`config.mk`:
```
export PLATFORM = sky130hd
export DESIGN_NAME = wrf_ctrl
export DESIGN_NICKNAME = d
export VERILOG_FILES = /design/src/rtl/core/wrf_pkg.sv /design/src/rtl/core/wrf_ctrl.sv
export SDC_FILE = /design/constraint.sdc
export NUM_CORES = 1
export LEC_CHECK = 0
export ABC_AREA = 1
export BUFFER_PORTS_ARGS = -buffer_cell sky130_fd_sc_hd__buf_2
export CAP_MARGIN = 40
export CELL_PAD_IN_SITES_DETAIL_PLACEMENT = 1
export CELL_PAD_IN_SITES_GLOBAL_PLACEMENT = 2
export CORE_ASPECT_RATIO = 1.2
export CORE_MARGIN = 5
export CORE_UTILIZATION = 21
export CTS_CLUSTER_SIZE = 10
export DETAILED_ROUTE_END_ITERATION = 16
export PLACE_DENSITY_LB_ADDON = 0.1
export RECOVER_POWER = 25
export SLEW_MARGIN = 20
export SYNTH_ARGS = -nofsm -noshare
export SYNTH_HDL_FRONTEND = slang
export SYNTH_SLANG_ARGS = --single-unit
```
`constraint.sdc`:
```
create_clock -name clk -period 2.3 [get_ports clk]
set_input_delay 0.69 -clock clk [delete_from_list [all_inputs] [get_ports clk]]
set_output_delay 0.69 -clock clk [all_outputs]
set_load 0.02 [all_outputs]
```
`src/rtl/core/wrf_pkg.sv`:
```
// ----------------------------------------------------------------------------
// wrf_pkg: shared types and constants
// Widths, selector codes, controller states and command/status structs.
// ----------------------------------------------------------------------------
package wrf_pkg;

    localparam int MAX_CANDIDATES_DEF = 32;
    localparam int TABLE_DEPTH        = 64;
    localparam int IDX_W              = 6;
    localparam int CNT_W              = 7;
    localparam int KEY_W              = 48;
    localparam int SCORE_W            = 32;
    localparam int RANK_W             = 6;
    localparam int CFG_W              = 24;
    localparam int CFG_IDX_W          = 2;
    localparam int DIV_N_W            = 32;
    localparam int DIV_D_W            = 17;

    localparam logic [1:0] FUNC_ONE    = 2'd0;
    localparam logic [1:0] FUNC_TWO    = 2'd1;
    localparam logic [1:0] FUNC_FINISH = 2'd2;

    localparam logic [CFG_IDX_W-1:0] REG_RANK_OFFSET  = 2'd0;
    localparam logic [CFG_IDX_W-1:0] REG_WEIGHT_ONE   = 2'd1;
    localparam logic [CFG_IDX_W-1:0] REG_WEIGHT_TWO   = 2'd2;
    localparam logic [CFG_IDX_W-1:0] REG_RESULT_LIMIT = 2'd3;

    typedef enum logic [3:0] {
        ST_IDLE,
        ST_SEARCH,
        ST_DIVIDE,
        ST_UPDATE,
        ST_SELECT,
        ST_PICK,
        ST_EMIT,
        ST_EMPTY
    } state_t;

    typedef struct packed {
        logic       take_item;   // latch input word, start search
        logic       search_step; // read next entry / compare
        logic       div_start;
        logic       do_update;   // write entry
        logic       sel_start;   // begin scan for best unused entry
        logic       sel_step;
        logic       pick;        // mark best used, count it as emitted
        logic       load_empty;
        logic       clear;       // drop table after finish
    } cmd_t;

    typedef struct packed {
        logic       item_ok;     // rank counter not exhausted
        logic       search_done;
        logic       found;
        logic       table_full;
        logic       div_done;
        logic       sel_done;
        logic       emit_last;
        logic       none;        // entry count zero
    } status_t;

endpackage

```
`src/rtl/core/wrf_ctrl.sv`:
```
// ----------------------------------------------------------------------------
// wrf_ctrl: controller state machine
// Sequences search, divide and update per item, selection and emit on finish.
// ----------------------------------------------------------------------------
module wrf_ctrl
    import wrf_pkg::*;
(
    input  logic       clk,
    input  logic       rst_n,
    input  logic       in_valid,
    input  logic [1:0] in_func,
    output logic       in_ready,
    output logic       out_valid,
    input  logic       out_ready,
    output logic       out_last,
    input  status_t    sts,
    output cmd_t       cmd
);
    state_t state_reg, state_next;
    logic   last_reg;

    // next state
    always_comb
    begin
        state_next = state_reg;
        unique case (state_reg)
            ST_IDLE:
                if (in_valid)
                begin
                    if (in_func == FUNC_FINISH)
                        state_next = sts.none ? ST_EMPTY : ST_SELECT;
                    else if ((in_func == FUNC_ONE || in_func == FUNC_TWO) && sts.item_ok)
                        state_next = ST_SEARCH;
                end
            ST_SEARCH:
                if (sts.search_done)
                    state_next = (!sts.found && sts.table_full) ? ST_IDLE : ST_DIVIDE;
            ST_DIVIDE:
                if (sts.div_done)
                    state_next = ST_UPDATE;
            ST_UPDATE:
                state_next = ST_IDLE;
            ST_SELECT:
                if (sts.sel_done)
                    state_next = ST_PICK;
            ST_PICK:
                state_next = ST_EMIT;
            ST_EMIT:
                if (out_ready)
                    state_next = last_reg ? ST_IDLE : ST_SELECT;
            ST_EMPTY:
                if (out_ready)
                    state_next = ST_IDLE;
            default:
                state_next = ST_IDLE;
        endcase
    end

    // commands
    logic div_go_reg;
    always_comb
    begin
        cmd         = '0;
        in_ready    = state_reg == ST_IDLE;
        out_valid   = state_reg == ST_EMIT || state_reg == ST_EMPTY;
        out_last    = state_reg == ST_EMPTY || last_reg;
        unique case (state_reg)
            ST_IDLE:
            begin
                cmd.take_item  = in_valid;
                cmd.sel_start  = in_valid && in_func == FUNC_FINISH;
                cmd.load_empty = in_valid && in_func == FUNC_FINISH && sts.none;
            end
            ST_SEARCH: cmd.search_step = 1'b1;
            ST_DIVIDE: cmd.div_start   = div_go_reg;
            ST_UPDATE: cmd.do_update   = 1'b1;
            ST_SELECT: cmd.sel_step    = 1'b1;
            ST_PICK:   cmd.pick        = 1'b1;
            ST_EMIT:
            begin
                cmd.sel_start = out_ready;
                cmd.clear     = out_ready && last_reg;
            end
            ST_EMPTY:  cmd.clear = out_ready;
            default:   cmd = '0;
        endcase
    end

    always_ff @(posedge clk or negedge rst_n)
    begin
        if (!rst_n)
        begin
            state_reg  <= ST_IDLE;
            last_reg   <= 1'b0;
            div_go_reg <= 1'b0;
        end
        else
        begin
            state_reg  <= state_next;
            div_go_reg <= state_reg == ST_SEARCH && state_next == ST_DIVIDE;
            if (cmd.pick)
                last_reg <= sts.emit_last;
        end
    end

    assert property (@(posedge clk) disable iff (!rst_n)
        out_valid && !out_ready |=> out_valid)
        else $error("result dropped while stalled");
    assert property (@(posedge clk) disable iff (!rst_n)
        state_reg == ST_UPDATE |=> state_reg == ST_IDLE)
        else $error("update not followed by idle");
    assert property (@(posedge clk) disable iff (!rst_n)
        !(in_ready && out_valid))
        else $error("input taken during emit");
endmodule
```
==> run_results.csv <==
group,metric,value,unit
outcome,status,"finished, final reports clean",
power_and_ir_drop,power_density,669,nW/um^2
worst_setup_path,path_class,"flip-flop to output port",
timing,fin_skew,0.00414,ns
routing,ant_nets,0,
final_layout,postLayoutCellArea,672,sq um
clock_tree,clk_path_buf_depth,2,
power_and_ir_drop,power,450,uW
synthesis,synth-async-reset-ratio,100,%
synthesis,yosys-top-cells-area,"dfrtp_1, nand2_1, nor2_1",
routing,firstDrtPassIters,2,
floorplan,start_util,21.6,%
worst_setup_path,setup.worst_path.start_class,"flip-flop",
final_layout,area_growth,38.0,%
clock_tree,cts_buffers,3,
timing,rsz0062_at_grt,"no",
final_layout,largest_register_ffs,4,
clock_tree,cts.repair.resized,0,
floorplan,pin_count,26,
synthesis,synth.avg_cell_area,5.94,sq um
synthesis,syn-num-nets,96,
routing,avgRoutedWirePerCell,11.1,um
floorplan,die_area,3380,sq um
synthesis,ys_seq_area_share,30.8,%
clock_tree,clkLatencyLatePin,0.25,ns
final_layout,fill_cells,316,
routing,drtIter0Drc,12,
global_route,grt_antenna_before_repair,0,
final_layout,final_net_count,126,
power_and_ir_drop,vdd_ir_drop_max,0.265,mV
global_route,grt_usage,11.0,%
global_route,grt_max_degree,8,
synthesis,synth_cells,82,
worst_hold_path,hold_path.class,"primary input to asynchronous set/reset pin",
routing,routed-via-count,599,
floorplan,die_x,53.9,um
timing,finalSetupViolCount,0,
global_route,grt_pass1_wl,2.75,mm
worst_setup_path,r2r_setup_slack,1.18,ns
synthesis,ys_ff_latch,6,
timing,min_period,2.12,ns
floorplan,num_rows,19,
clock_tree,clk_pin_slew,0.05,ns
routing,wirelength,1.56,mm
routing,route.detailed.drc,0,
synthesis,synth_top_area_cell,"dfrtp_1",
routing,vias_per_cell,4.25,
synthesis,yosysUniqueCellTypes,16,
worst_setup_path,worstPathArrival,1.43,ns
worst_setup_path,r2r-start,"state_reg[1]",
place,dpl.cell_count,138,
synthesis,synth_most_common_cell,"nand2_1",
final_layout,final_cells,141,
timing,final.setup.tns,0,ns
timing,finalHoldViolations,0,
clock_tree,postCtsHoldBufs,0,
clock_tree,htree_levels,1,
synthesis,synth-edff-count,0,
floorplan,die_h,62.7,um
final_layout,n_antenna_cell,0,
worst_setup_path,rr_worst_depth,5,
clock_tree,postCtsSetupRepairBufs,0,
place,placement.cell_area,651,sq um
timing,slew_viol_final,0,
global_route,grt_pass1_vias,649,
power_and_ir_drop,p_leak,0.418,nW
place,place_congestion,0.703,
timing,max_clock_freq,472,MHz
synthesis,yosysWarnings,0,
synthesis,synth_flop_cell,"dfrtp_1",
synthesis,syn_area,487,sq um
worst_setup_path,worstSetupEndpointType,"output port",
clock_tree,cts-root-buf,"clkbuf_4",
place,io_buffers,25,
worst_setup_path,crit_fanout,7,
final_layout,drive_gt1_share,31.8,%
place,hpwl,1.38,mm
worst_setup_path,reg2reg_to,"state_reg[1]",
clock_tree,cts_tree,"done",
timing,period_share,92.2,%
global_route,grt-ovfl-total,0,
job,max_cap_violations,0,
floorplan,core-area,2260,sq um
synthesis,synth_common_cells,"nand2_1, nor2_1, inv_1",
worst_setup_path,required,1.61,ns
synthesis,synth_top_area_share,30.8,%
clock_tree,cts_sinks,6,
[routing by layer]
| layer | vias up | track usage (%) | part of all wire [%] |
|---|---|---|---|
| met5 | - | 0 | 0 |
| met4 | 0 | 6.71 | 1.7 |
| met3 | 2 | 1.19 | 3.6 |
| met2 | 12 | 18.2 | 54 |
| met1 | 280 | 12.9 | 41 |
| li1 | 305 | - | - |
[critical path, stage by stage (launching register included)]
cell	delay [ns]
dfrtp_1	0.47
nor2_2	0.19
inv_2	0.07
nor2_4	0.13
nand3_1	0.11
inv_1	0.06
buf_2	0.15
[worst max-delay path by stage]
stage,depth (start not counted),endpoint,startpoint
2_1_floorplan,4,cmd[1],in_func[1]
3_5_place_dp,6,cmd[1],in_valid
3_3_place_gp,6,cmd[1],in_valid
5_1_grt,6,cmd[1],state_reg[1]
4_1_cts,6,cmd[1],state_reg[1]
6_report,6,cmd[1],state_reg[1]
[metrics by stage]
step,hold WS (ns),setup WS [ns],util [%]
floorplan,0.394,0.523,-
global placement,0.504,0.302,28.8
detailed placement,0.510,0.268,28.8
CTS,0.256,0.149,29.8
global route,0.340,0.0733,29.8
finish,0.317,0.180,29.8
[final cells by class]
cell class	instances	area, sq um	share of cell area (%)
multi-input combinational	59	273	40.6
clock buffer	3	22.5	3.35
timing repair buffer	25	124	18.4
tap	31	38.8	5.77
sequential	6	150	22.3
inverter	17	63.8	9.50
[cells in the final DEF, fill, tap and decap left out, types with 2 or more instances in the layout]
cell      instances
nand2_1          20
nor2_1           17
dfrtp_1           6
nor2_2            2
clkbuf_4          3
nor3_2            2
nand3_1          11
buf_2            24
inv_1            14
inv_2             2
[report_power, final]
part	internal, mW	total, mW	switching (mW)
Clock	0.0593	0.101	0.0421
Combinational	0.0643	0.194	0.130
Sequential	0.128	0.154	0.0258
[logic make-up (layout without fill, tap and decap cells)]
| kind of cell | Yosys count | after routing | synth area share [%] |
|---|---|---|---|
| AND/OR/NAND/NOR | 57 | 57 | 54.2 |
| buffers and inverters | 17 | 45 | 13.1 |
| flip-flops | 6 | 6 | 30.8 |
| other | 1 | 1 | 0.770 |
| AO/OA/AOI/OAI | 1 | 1 | 1.03 |
Note: power is estimated with default switching activity, not from simulation.
